[config.mk]
export PLATFORM = sky130hd
export DESIGN_NAME = setna_ctrl
export DESIGN_NICKNAME = d
export VERILOG_FILES = /design/src/rtl/setna_pkg.sv /design/src/rtl/setna_ctrl.sv
export SDC_FILE = /design/constraint.sdc
export NUM_CORES = 1
export LEC_CHECK = 0
export ABC_AREA = 1
export ABC_CLOCK_PERIOD_IN_PS = 1550
export BUFFER_PORTS_ARGS = -buffer_cell sky130_fd_sc_hd__buf_2
export CORE_UTILIZATION = 50
export DETAILED_ROUTE_END_ITERATION = 10
export GPL_ROUTABILITY_DRIVEN = 0
export PLACE_DENSITY = 0.78
export SLEW_MARGIN = 20
export SYNTH_ARGS = -nofsm -noshare
export SYNTH_HDL_FRONTEND = slang
export SYNTH_SLANG_ARGS = --single-unit
[constraint.sdc]
create_clock -name clk -period 1.55 [get_ports clk]
set_clock_uncertainty 0.15 [all_clocks]
set_input_delay 0.0775 -clock clk [delete_from_list [all_inputs] [get_ports clk]]
set_output_delay 0.0775 -clock clk [all_outputs]
set_load 0.02 [all_outputs]
[src/rtl/setna_pkg.sv]
// Package for the sorted event table: widths, operation codes, controller states, time conversion.
package setna_pkg;

  localparam int MaxEvents = 32;
  localparam int SlotW = 5;
  localparam int LinkW = 6;
  localparam int TimeW = 33;
  localparam int TagW = 32;
  localparam int SecW = 40;
  localparam logic [LinkW-1:0] NoneLink = LinkW'(MaxEvents);

  typedef enum logic [2:0] {
    OP_CLEAR  = 3'd0,
    OP_INSERT = 3'd1,
    OP_REMOVE = 3'd2,
    OP_PEEK   = 3'd3,
    OP_ALARM  = 3'd4
  } op_t;

  typedef enum logic [3:0] {
    ST_INIT,
    ST_IDLE,
    ST_CLEAR,
    ST_DISPATCH,
    ST_WALK_RD,
    ST_WALK_CHK,
    ST_INS_LINK,
    ST_REM_LINK,
    ST_PEEK_RD,
    ST_PEEK_OUT,
    ST_FINISH,
    ST_OUT
  } state_t;

  // Commands from the controller to the datapath.
  typedef struct packed {
    logic load;       // capture the request
    logic clear;      // restore the pool
    logic clr_step;   // one step of the link sweep
    logic walk_init;  // start a walk at the head of the used list
    logic rd_cur;     // read record and link of the current slot
    logic walk_adv;   // move to the next slot
    logic ins_commit; // link and write the new event
    logic rem_commit; // unlink the removed slot
    logic peek_rd;    // read the addressed slot
    logic fin_ok;     // set the result flag
    logic alarm_hit;  // record the alarm for the current slot
    logic out_load;   // fill the output register
  } cmd_t;

  // Status from the datapath to the controller.
  typedef struct packed {
    op_t  op;
    logic clr_done;
    logic cur_valid;
    logic ins_stop;   // current start later than the key
    logic rem_found;  // current slot is the one to remove
    logic alarm_ended;
    logic can_insert;
    logic id_used;
  } sts_t;

  // Packed calendar time to a signed second count (30-day months, 360-day years).
  function automatic logic signed [SecW-1:0] to_seconds(input logic [TimeW-1:0] t);
    logic signed [SecW-1:0] acc;
    acc = SecW'(t[5:0]) + SecW'(t[11:6]) * 60 + SecW'(t[16:12]) * 3600
        + (SecW'(t[21:17]) - 1) * 86400 + (SecW'(t[25:22]) - 1) * 2592000
        + SecW'(t[32:26]) * 31104000;
    return acc;
  endfunction

endpackage

[src/rtl/setna_ctrl.sv]
// Controller state machine of the sorted event table.
module setna_ctrl (
  input  logic            clk,
  input  logic            rst_n,
  input  logic            in_valid,
  output logic            in_stall,
  output logic            out_valid,
  input  logic            out_stall,
  input  setna_pkg::sts_t sts,
  output setna_pkg::cmd_t cmd
);
  import setna_pkg::*;

  state_t state_r, state_nxt;
  logic [LinkW-1:0] guard_r, guard_nxt;

  always_ff @(posedge clk) begin
    if (!rst_n) begin
      state_r <= ST_INIT;
      guard_r <= '0;
    end else begin
      state_r <= state_nxt;
      guard_r <= guard_nxt;
    end
  end

  always_comb begin
    state_nxt = state_r;
    guard_nxt = guard_r;
    unique case (state_r)
      ST_INIT: if (sts.clr_done) state_nxt = ST_IDLE;
      ST_IDLE: if (in_valid) state_nxt = ST_DISPATCH;
      ST_DISPATCH: begin
        guard_nxt = '0;
        unique case (sts.op)
          OP_CLEAR: state_nxt = ST_CLEAR;
          OP_INSERT: state_nxt = sts.can_insert ? ST_WALK_RD : ST_FINISH;
          OP_REMOVE: state_nxt = sts.id_used ? ST_WALK_RD : ST_FINISH;
          OP_PEEK: state_nxt = ST_PEEK_RD;
          OP_ALARM: state_nxt = ST_WALK_RD;
          default: state_nxt = ST_FINISH;
        endcase
      end
      ST_CLEAR: if (sts.clr_done) state_nxt = ST_FINISH;
      ST_WALK_RD: begin
        if (!sts.cur_valid || guard_r == LinkW'(MaxEvents)) begin
          state_nxt = (sts.op == OP_INSERT) ? ST_INS_LINK : ST_FINISH;
        end else begin
          state_nxt = ST_WALK_CHK;
        end
      end
      ST_WALK_CHK: begin
        guard_nxt = guard_r + 1'b1;
        state_nxt = ST_WALK_RD;
        if (sts.op == OP_INSERT && sts.ins_stop) state_nxt = ST_INS_LINK;
        if (sts.op == OP_REMOVE && sts.rem_found) state_nxt = ST_REM_LINK;
        if (sts.op == OP_ALARM && !sts.alarm_ended) state_nxt = ST_FINISH;
      end
      ST_INS_LINK: state_nxt = ST_FINISH;
      ST_REM_LINK: state_nxt = ST_FINISH;
      ST_PEEK_RD: state_nxt = ST_PEEK_OUT;
      ST_PEEK_OUT: state_nxt = ST_FINISH;
      ST_FINISH: state_nxt = ST_OUT;
      ST_OUT: if (!out_stall) state_nxt = ST_IDLE;
      default: state_nxt = ST_IDLE;
    endcase
  end

  always_comb begin
    cmd = '0;
    in_stall = (state_r != ST_IDLE);
    out_valid = (state_r == ST_OUT);
    unique case (state_r)
      ST_INIT: cmd.clr_step = 1'b1;
      ST_IDLE: cmd.load = in_valid;
      ST_DISPATCH: begin
        cmd.walk_init = 1'b1;
        cmd.clear = (sts.op == OP_CLEAR);
      end
      ST_CLEAR: cmd.clr_step = 1'b1;
      ST_WALK_RD: cmd.rd_cur = 1'b1;
      ST_WALK_CHK: begin
        // Keep the current slot on the read port so its link is still there
        // when a removal splices it out.
        cmd.rd_cur = 1'b1;
        if (sts.op == OP_ALARM && !sts.alarm_ended) cmd.alarm_hit = 1'b1;
        else if (!(sts.op == OP_INSERT && sts.ins_stop) &&
                 !(sts.op == OP_REMOVE && sts.rem_found)) cmd.walk_adv = 1'b1;
      end
      ST_INS_LINK: begin
        cmd.ins_commit = 1'b1;
        cmd.fin_ok = 1'b1;
      end
      ST_REM_LINK: begin
        cmd.rem_commit = 1'b1;
        cmd.fin_ok = 1'b1;
      end
      ST_PEEK_RD: cmd.peek_rd = 1'b1;
      ST_PEEK_OUT: begin
        cmd.peek_rd = 1'b1;
        cmd.fin_ok = sts.id_used;
      end
      ST_FINISH: cmd.out_load = 1'b1;
      default: ;
    endcase
    if (state_r == ST_CLEAR && sts.clr_done) cmd.fin_ok = 1'b1;
  end

endmodule

==> results of run 1 <==
-- what timing repair did --
action / 4_1_cts / 5_1_grt
gates cloned: 0 / 0
endpoints found under the hold margin: 2 / 0
pin swaps: 1 / 5
hold buffers: 2 / 0
setup endpoints to repair: 7 / 10
resized for setup: 6 / 26
buffers inserted: 0 / 6
-- how the worst max path moves through the flow --
stage	startpoint	depth (start not counted)	to	slack (ns)
final	state_r[0]	6	cmd[6]	-0.06
after global routing	state_r[0]	6	cmd[6]	-0.11
after CTS	state_r[3]	6	cmd[10]	-0.02
after detailed placement	guard_r[0]	9	state_r[0]	0.04
after global placement	state_r[3]	9	state_r[3]	0.08
after floorplan	state_r[1]	5	cmd[10]	0.01
-- cell families (layout without fill, tap and decap cells) --
logic type	count (synthesis)	in the layout	share of synthesized area
and+or+nand+nor	82	82	0.443
buffers and inverters	29	69	0.126
AOI/OAI and AO/OA	24	24	0.183
DFF	10	10	0.221
adders and majority gates	2	2	0.0276
-- cell usage after synthesis, types with 2 or more instances --
cell type	n
nand2_1	26
a31oi_1	2
nor2_1	23
a221oi_2	2
nor2_4	4
nor2_2	3
dfxtp_1	10
nand2_2	3
nor3_1	2
ha_1	2
o21ai_1	2
o21ai_0	3
nand3_1	13
a21oi_1	9
inv_2	5
inv_1	21
nand4_1	5
a211oi_1	2
-- metrics by stage --
stage	util	TNS, ns
global route	0.752	-0.602
floorplan	-	0
finish	0.752	-0.117
CTS	0.678	-0.0237
detailed placement	0.637	0
global placement	0.637	0
-- state kept, by name, summed over array words and instances (netlist names) --
signal   cells
state_r      4
guard_r      6
-- power groups by stage --
| stage | Clock [uW] | Combinational (uW) | Sequential (uW) |
|---|---|---|---|
| 3_3_place_gp | 0 | 356 | 307 |
| 3_5_place_dp | 0 | 358 | 310 |
| 6_report | 246 | 449 | 312 |
| 4_1_cts | 246 | 368 | 307 |
| 2_1_floorplan | 0 | 274 | 294 |
| 5_1_grt | 261 | 485 | 314 |
-- layout make-up --
cell class,instances,area (um2)
timing repair buffer,37,250
fill,136,424
sequential,10,215
tap,25,31.3
clock buffer,4,36.3
inverter,28,110
multi-input combinational,108,641
-- worst max-delay path, stage by stage, from the launching register on --
cell and delay [ns]:
dfxtp_4 0.37, inv_2 0.07, nor2_4 0.15, buf_12 0.12, nand2_4 0.10, nor2_1 0.14
buf_4 0.15
-- metal layers --
layer  share of wire  track usage  wire length, um
met4           0.031        0.121               85
met1            0.37        0.280             1010
met2            0.53        0.447             1460
met3           0.066       0.0531              182
met5               0            0                0
==> results by group, run 1 <==
Pwr
  • Power share of the clock group: 0.244
  • Switching power total: 403 uW
  • Internal power: 605 uW
  • Combinational power share: 0.446
  • PwrDens: 785 mW/mm2
  • Overall power: 1010 uW
  • Seq pwr share: 0.310
  • IR drop worst, VDD: 0.000763 V
  • Sw frac: 0.400
  • Leakage Power: 0.000575 uW

Flow run
  • Max cap viols: 0

Finish
  • Final instance area: 0.00128 mm2
  • Share of layout cells above drive strength 1: 0.417
  • Commonest non-fill, non-tap cells in the layout: 25 x nand2_1, 21 x buf_2, 19 x nor2_1, 19 x inv_1
  • Most common cell after layout, fill and taps aside: nand2_1
  • Final net count: 204
  • Ant diodes: 0
  • Synthesis-to-layout area growth: 41.5%
  • Non-filler cells, final: 212

Global routing
  • Global-route usage over all layers: 0.251
  • Total gr overflow: 0
  • Vias in the first global route: 931
  • First-pass GRT wire length: 3.70 mm
  • Antenna violations before repair: 0
  • Largest net degree at the start of global routing: 10

Yosys
  • Synth Cell Area: 907 um2
  • Synth top area cells: dfxtp_1 22%, nand2_1 11%, nor2_1 9.5%
  • Seq/Total Area, Yosys: 0.221
  • Synth Register Bits: 10
  • Ys async rst share: 0
  • Post-synth EDFFs: 0
  • Main synth FF type: dfxtp_1
  • Yosys top cell area share: 0.221
  • Largest area contributor in the netlist: dfxtp_1
  • Cell variety after synth: 28
  • Syn avg cell area: 6.17 um2
  • Syn nets: 163
  • Post-Syn Instances: 147
  • Syn. warnings: 0

Clock tree
  • Worst-skew pair later-pin latency: 0.28 ns
  • H-Tree Depth: 1
  • Clk slew on worst S/H paths: 0.07 ns
  • CTS Buf Count: 3
  • Clock sink total: 10
  • Clock Path Buffers: 2
  • CTS root buffer: clkbuf_4
  • CTS tree: done

Floorplan
  • Initial Util: 0.531
  • Die Height: 44.6 um
  • Rows: 15
  • Die Width: 44.6 um
  • I/O Pins: 28
  • Core box area: 0.00171 mm2
  • Die ar.: 0.00199 mm2

Placed design
  • Port bufs: 27
  • DP HPWL: 1.86 mm
  • Placed cells: 200
  • Pre-CTS WS: 0.0415 ns
  • Placed inst area: 0.00109 mm2

Setup path
  • Flop2flop setup slack: -0.04 ns
  • Reg2reg path depth: 8
  • Worst r2r src: state_r[0]
  • Crit path max fanout: 7
  • Crit path required time: 1.32 ns
  • Worst r2r dst: guard_r[2]
  • Crit path kind: reg2out
  • Critical Path AT: 1.38 ns
  • Worst Setup End Kind: primary output
  • CP Launch Type: flip-flop

Routing
  • Detail Route Antenna Nets: 0
  • WL/cell: 12.9 um
  • TritonRoute pass-1 iters: 5
  • Vias: 1146
  • Routed WL: 2.74 mm
  • Via-to-Cell Ratio: 5.41
  • DRC: 0
  • DR iter-0 viols: 48

Min path
  • Hold Path End: state_r[0]
  • Worst hold path startpoint: sts[6]
  • Hold Crit Class: in2reg
  • WHS Path Cells: 5

STA
  • Post-route setup slack: -0.0557 ns
  • Maximum clock rate: 623 MHz
  • Post-layout min period: 1.61 ns
  • Hold slack final: 0.0360 ns
  • Hold Vio Cnt, Final: 0
  • RSZ-0062 raised after global routing: yes
  • Final setup violation count: 3
  • Final period util: 1.04
  • Max-slew violations: 0
  • Worst slew pin tran: 0.344 ns
  • Max_slew headroom: 0.769

Status
  • Failing checks: negative setup slack
  • Status: finished, violations left
No activity file was read; power rests on OpenSTA's default activity.
==> run 2, diff against run 1 <==
--- a/config.mk
+++ b/config.mk
@@ -11,7 +11,8 @@
 export CORE_UTILIZATION = 50
 export DETAILED_ROUTE_END_ITERATION = 10
 export GPL_ROUTABILITY_DRIVEN = 0
-export PLACE_DENSITY = 0.78
+export PLACE_DENSITY = 0.74
+export RECOVER_POWER = 50
 export SLEW_MARGIN = 20
 export SYNTH_ARGS = -nofsm -noshare
 export SYNTH_HDL_FRONTEND = slang
==> run 2 against run 1 <==
Effect of this change: utilization decreased by 2.9 points; power is 3.4% lower; the flow still finishes with violations (negative setup slack); critical path depth is the same; sequential share of layout area rose by 0.56 points; largest power group unchanged; clock power hardly changed; global-route usage decreased by 0.67 points; combinational power decreased by 7.6%; cell area down 3.8%; via count decreased by 5.4%; register-to-register slack gained 0.12 ns; count of clock-buffer cells in the layout unchanged; highest routed layer unchanged.
==> results by group, run 2 (same netlist as run 1, synthesis figures left out) <==
Global routing
  • Global-route usage over all layers: 0.244
  • First-pass GRT wire length: 3.67 mm
  • Largest net degree at the start of global routing: 10
  • Antenna violations before repair: 0
  • Total gr overflow: 0
  • Vias in the first global route: 924

Status
  • Failing checks: negative setup slack
  • Status: finished, violations left

Placed design
  • Pre-CTS WS: 0.0242 ns
  • Placed cells: 202
  • Port bufs: 27
  • DP HPWL: 1.84 mm

Routing
  • TritonRoute pass-1 iters: 4
  • Detail Route Antenna Nets: 0
  • Routed WL: 2.40 mm
  • DRC: 0
  • DR iter-0 viols: 26
  • WL/cell: 11.4 um
  • Vias: 1084
  • Via-to-Cell Ratio: 5.14

Floorplan
  • Die Width: 44.6 um
  • Core box area: 0.00171 mm2
  • Initial Util: 0.531
  • Rows: 15
  • Die Height: 44.6 um
  • Die ar.: 0.00199 mm2
  • I/O Pins: 28

Clock tree
  • CTS Buf Count: 3
  • Clk slew on worst S/H paths: 0.07 ns
  • Clock sink total: 10
  • Clock Path Buffers: 2
  • Worst-skew pair later-pin latency: 0.27 ns
  • CTS tree: done
  • H-Tree Depth: 1
  • CTS root buffer: clkbuf_4

Finish
  • Share of layout cells above drive strength 1: 0.414
  • Commonest non-fill, non-tap cells in the layout: 25 x nand2_1, 23 x buf_2, 20 x nor2_1
  • Fill cell count: 162
  • Biggest regs: guard_r (6), state_r (4)
  • Ant diodes: 0
  • Max reg flops: 6
  • Most common cell after layout, fill and taps aside: nand2_1
  • Register area: 214 um2
  • Synthesis-to-layout area growth: 36.1%
  • Multi-input gate area: 632 um2
  • Non-filler cells, final: 211
  • Top reg by flops: guard_r
  • Final net count: 203

Setup path
  • Crit path max fanout: 4
  • Crit path kind: reg2out
  • Crit path required time: 1.32 ns
  • CP Launch Type: flip-flop
  • Critical Path AT: 1.34 ns
  • Worst Setup End Kind: primary output

STA
  • Post-route setup slack: -0.0165 ns
  • Max-slew violations: 0
  • Worst slew pin tran: 0.331 ns
  • Hold Vio Cnt, Final: 0
  • Maximum clock rate: 638 MHz
  • Post-layout min period: 1.57 ns
  • Final period util: 1.01
  • Max_slew headroom: 0.778
  • RSZ-0062 raised after global routing: yes
  • Fin Setup TNS: -0.0165 ns
  • Final setup violation count: 1

Pwr
  • PwrDens: 788 mW/mm2
  • Leakage Power: 0.000561 uW
  • IR drop worst, VDD: 0.000444 V
  • Overall power: 973 uW

Flow run
  • Max cap viols: 0

Min path
  • Hold Crit Class: in2reg
[run 2: changes by cell type in the layout (fill, tap and decap cells not counted), moves of 2 or more]
cell,before,now
a21oi_1,9,7
a21oi_2,1,3
buf_2,21,23
nor2_4,8,6
buf_6,2,0
[run 2: path summary, 6_finish.rpt]
path / slack (ns) / from / depth (start not counted) / endpoint
setup reg to reg: 0.08 / state_r[2] / 9 / state_r[3]
setup / recovery: -0.02 / state_r[2] / 6 / cmd[10]
hold reg to reg: 0.32 / guard_r[4] / 1 / guard_r[4]
hold / removal: 0.02 / sts[6] / 5 / state_r[0]
[run 2: cell type report]
cell class                      count  area share
Multi-Input combinational cell    108       0.512
Timing Repair Buffer               36       0.174
Sequential cell                    10       0.173
Inverter                           28      0.0861
Clock buffer                        4      0.0294
Tap cell                           25      0.0253
[run 2: what timing repair did]
action / 4_1_cts / 5_1_grt
pin swaps: 1 / 4
buffers inserted: 0 / 3
endpoints found under the setup margin: 6 / 9
resized for setup: 9 / 15
hold buffers: 2 / 0
hold endpoints to repair: 2 / 0
[run 2: critical path: stages, from the launching register on]
cell and delay (ns):
dfxtp_2 0.36, nor2_4 0.13, inv_2 0.07, nor2_4 0.14
inv_2 0.06, nor3_2 0.13, buf_4 0.17
[run 2: metal layers]
layer | share of wire | wire (um) | track usage
met1 | 0.45 | 1080 | 0.300
met4 | 0.014 | 33 | 0.0727
met2 | 0.51 | 1220 | 0.453
met3 | 0.029 | 70 | 0.0122
met5 | 0 | 0 | 0
[run 2: through the flow]
stage / hold slack, ns / instance area [um2] / util
2_1_floorplan: 0.0506 / 915 / -
3_3_place_gp: 0.181 / 1100 / 0.646
3_5_place_dp: 0.189 / 1100 / 0.646
4_1_cts: 0.0126 / 1180 / 0.692
5_1_grt: 0.0360 / 1230 / 0.723
6_report: 0.0218 / 1230 / 0.723
[run 2: power breakdown]
part,switching (uW),internal (uW)
logic,258,157
clock network,101,143
registers,33.7,280
==> run 3, diff against run 2 <==
--- a/config.mk
+++ b/config.mk
@@ -13,6 +13,7 @@
 export GPL_ROUTABILITY_DRIVEN = 0
 export PLACE_DENSITY = 0.74
 export RECOVER_POWER = 50
+export SKIP_LAST_GASP = 1
 export SLEW_MARGIN = 20
 export SYNTH_ARGS = -nofsm -noshare
 export SYNTH_HDL_FRONTEND = slang
==> run 3 against run 2 <==
Effect of this change: the flow still finishes with violations (negative setup slack); count of clock-buffer cells in the layout unchanged; fmax decreased by 0.29%; non-clock buffer count unchanged; highest routed layer unchanged; die area unchanged; combinational power decreased by 1%; critical path depth unchanged; routed wire length decreased by 0.63%; clock power about the same.
==> results by group, run 3 (same netlist as run 1, synthesis figures left out) <==
Routing
  • Routed WL: 2.38 mm
  • Detail Route Antenna Nets: 0
  • DRC: 0
  • Via-to-Cell Ratio: 5.17
  • TritonRoute pass-1 iters: 4
  • WL/cell: 11.3 um
  • DR iter-0 viols: 25
  • Vias: 1090

Clock tree
  • CTS Buf Count: 3
  • CTS root buffer: clkbuf_4
  • Clock sink total: 10
  • H-Tree Depth: 1
  • CTS tree: done
  • Worst-skew pair later-pin latency: 0.27 ns
  • Clock Path Buffers: 2
  • Clk slew on worst S/H paths: 0.07 ns

Min path
  • Hold Crit Class: in2reg
  • Worst hold path startpoint: sts[6]
  • Hold Path End: state_r[0]
  • WHS Path Cells: 5

Placed design
  • Pre-CTS WS: 0.0242 ns
  • Placed cells: 202
  • DP HPWL: 1.84 mm
  • Port bufs: 27

Finish
  • Most common cell after layout, fill and taps aside: nand2_1
  • Ant diodes: 0
  • Max reg flops: 6
  • Non-filler cells, final: 211
  • Multi-input gate area: 627 um2
  • Final Util: 0.720
  • Share of layout cells above drive strength 1: 0.409
  • Final net count: 203
  • Synthesis-to-layout area growth: 35.6%
  • Biggest regs: guard_r (6), state_r (4)
  • Commonest non-fill, non-tap cells in the layout: 25 x nand2_1, 23 x buf_2, 20 x nor2_1
  • Top reg by flops: guard_r
  • Fill cell count: 164
  • Register area: 214 um2

STA
  • Final period util: 1.01
  • Post-layout min period: 1.57 ns
  • Maximum clock rate: 636 MHz
  • Worst slew pin tran: 0.332 ns
  • Post-route setup slack: -0.0211 ns
  • Max_slew headroom: 0.778
  • Final setup violation count: 1
  • Max-slew violations: 0
  • Hold Vio Cnt, Final: 0
  • RSZ-0062 raised after global routing: yes

Setup path
  • Worst r2r dst: state_r[3]
  • Worst Setup End Kind: primary output
  • Critical Path AT: 1.34 ns
  • Crit path max fanout: 4
  • Worst r2r src: state_r[2]
  • Flop2flop setup slack: 0.08 ns
  • CP Launch Type: flip-flop
  • Reg2reg path depth: 9
  • Crit path kind: reg2out
  • Crit path required time: 1.32 ns

Floorplan
  • Die Width: 44.6 um
  • Initial Util: 0.531
  • Die Height: 44.6 um
  • Core box area: 0.00171 mm2
  • I/O Pins: 28
  • Die ar.: 0.00199 mm2
  • Rows: 15

Pwr
  • Power share of the clock group: 0.251
  • Sw frac: 0.402
  • Switching power total: 390 uW
  • Seq pwr share: 0.324
  • IR drop worst, VDD: 0.000443 V
  • Combinational power share: 0.425
  • Overall power: 969 uW
  • Leakage Power: 0.000555 uW
  • Internal power: 579 uW
  • PwrDens: 788 mW/mm2

Global routing
  • Total gr overflow: 0
  • First-pass GRT wire length: 3.67 mm
  • Vias in the first global route: 926
  • Largest net degree at the start of global routing: 10
  • Antenna violations before repair: 0
  • Global-route usage over all layers: 0.244

Flow run
  • Max cap viols: 0

Status
  • Failing checks: negative setup slack
  • Status: finished, violations left
run 3: cell counts in the layout (fill, tap and decap cells not counted):
No cell type changed its count.
run 3: timing repair:
action | in CTS | in global routing
hold buffers | 2 | 0
hold endpoints to repair | 2 | 0
pin swaps | 1 | 4
resized for setup | 9 | 14
endpoints found under the setup margin | 6 | 9
buffers inserted | 0 | 3
run 3: worst max-delay path, cell delays in order, from the launching register on:
cell and delay (ns):
dfxtp_2 0.36, nor2_4 0.14, inv_2 0.07, nor2_4 0.14, inv_2 0.06, nor3_2 0.13, buf_4 0.17
run 3: layer usage:
layer,global-route usage,part of all wire,vias up
met5,0,0,-
met4,0.0727,0.017,0
met3,0.0122,0.032,7
met2,0.453,0.51,32
met1,0.300,0.45,485
li1,-,-,566
run 3: power groups by stage:
stage                     sequential (uW)  combinational [uW]  clock, uW
after detailed placement              308                 373          0
after CTS                             308                 384        246
after floorplan                       294                 274          0
final                                 314                 411        243
after global routing                  316                 458        255
after global placement                307                 367          0
run 3: worst max path at each step:
stage / from / endpoint / slack, ns / depth (start not counted)
2_1_floorplan: state_r[1] / cmd[10] / 0.01 / 5
3_3_place_gp: state_r[3] / guard_r[3] / 0.04 / 7
3_5_place_dp: state_r[3] / guard_r[3] / 0.02 / 7
4_1_cts: state_r[3] / cmd[10] / -0.01 / 6
5_1_grt: state_r[2] / cmd[10] / -0.03 / 6
6_report: state_r[2] / cmd[10] / -0.02 / 6
run 3: layout make-up:
cell class	instances	area share
Multi-Input combinational cell	108	0.510
Timing Repair Buffer	36	0.175
Sequential cell	10	0.174
Inverter	28	0.0865
Clock buffer	4	0.0295
Tap cell	25	0.0254
run 3: per-stage QoR:
stage | instance area [um2] | hold slack (ns) | TNS [ns]
5_1_grt | 1230 | 0.0360 | -0.115
2_1_floorplan | 915 | 0.0506 | 0
6_report | 1230 | 0.0219 | -0.0211
3_5_place_dp | 1100 | 0.189 | 0
4_1_cts | 1180 | 0.0126 | -0.0139
3_3_place_gp | 1100 | 0.181 | 0
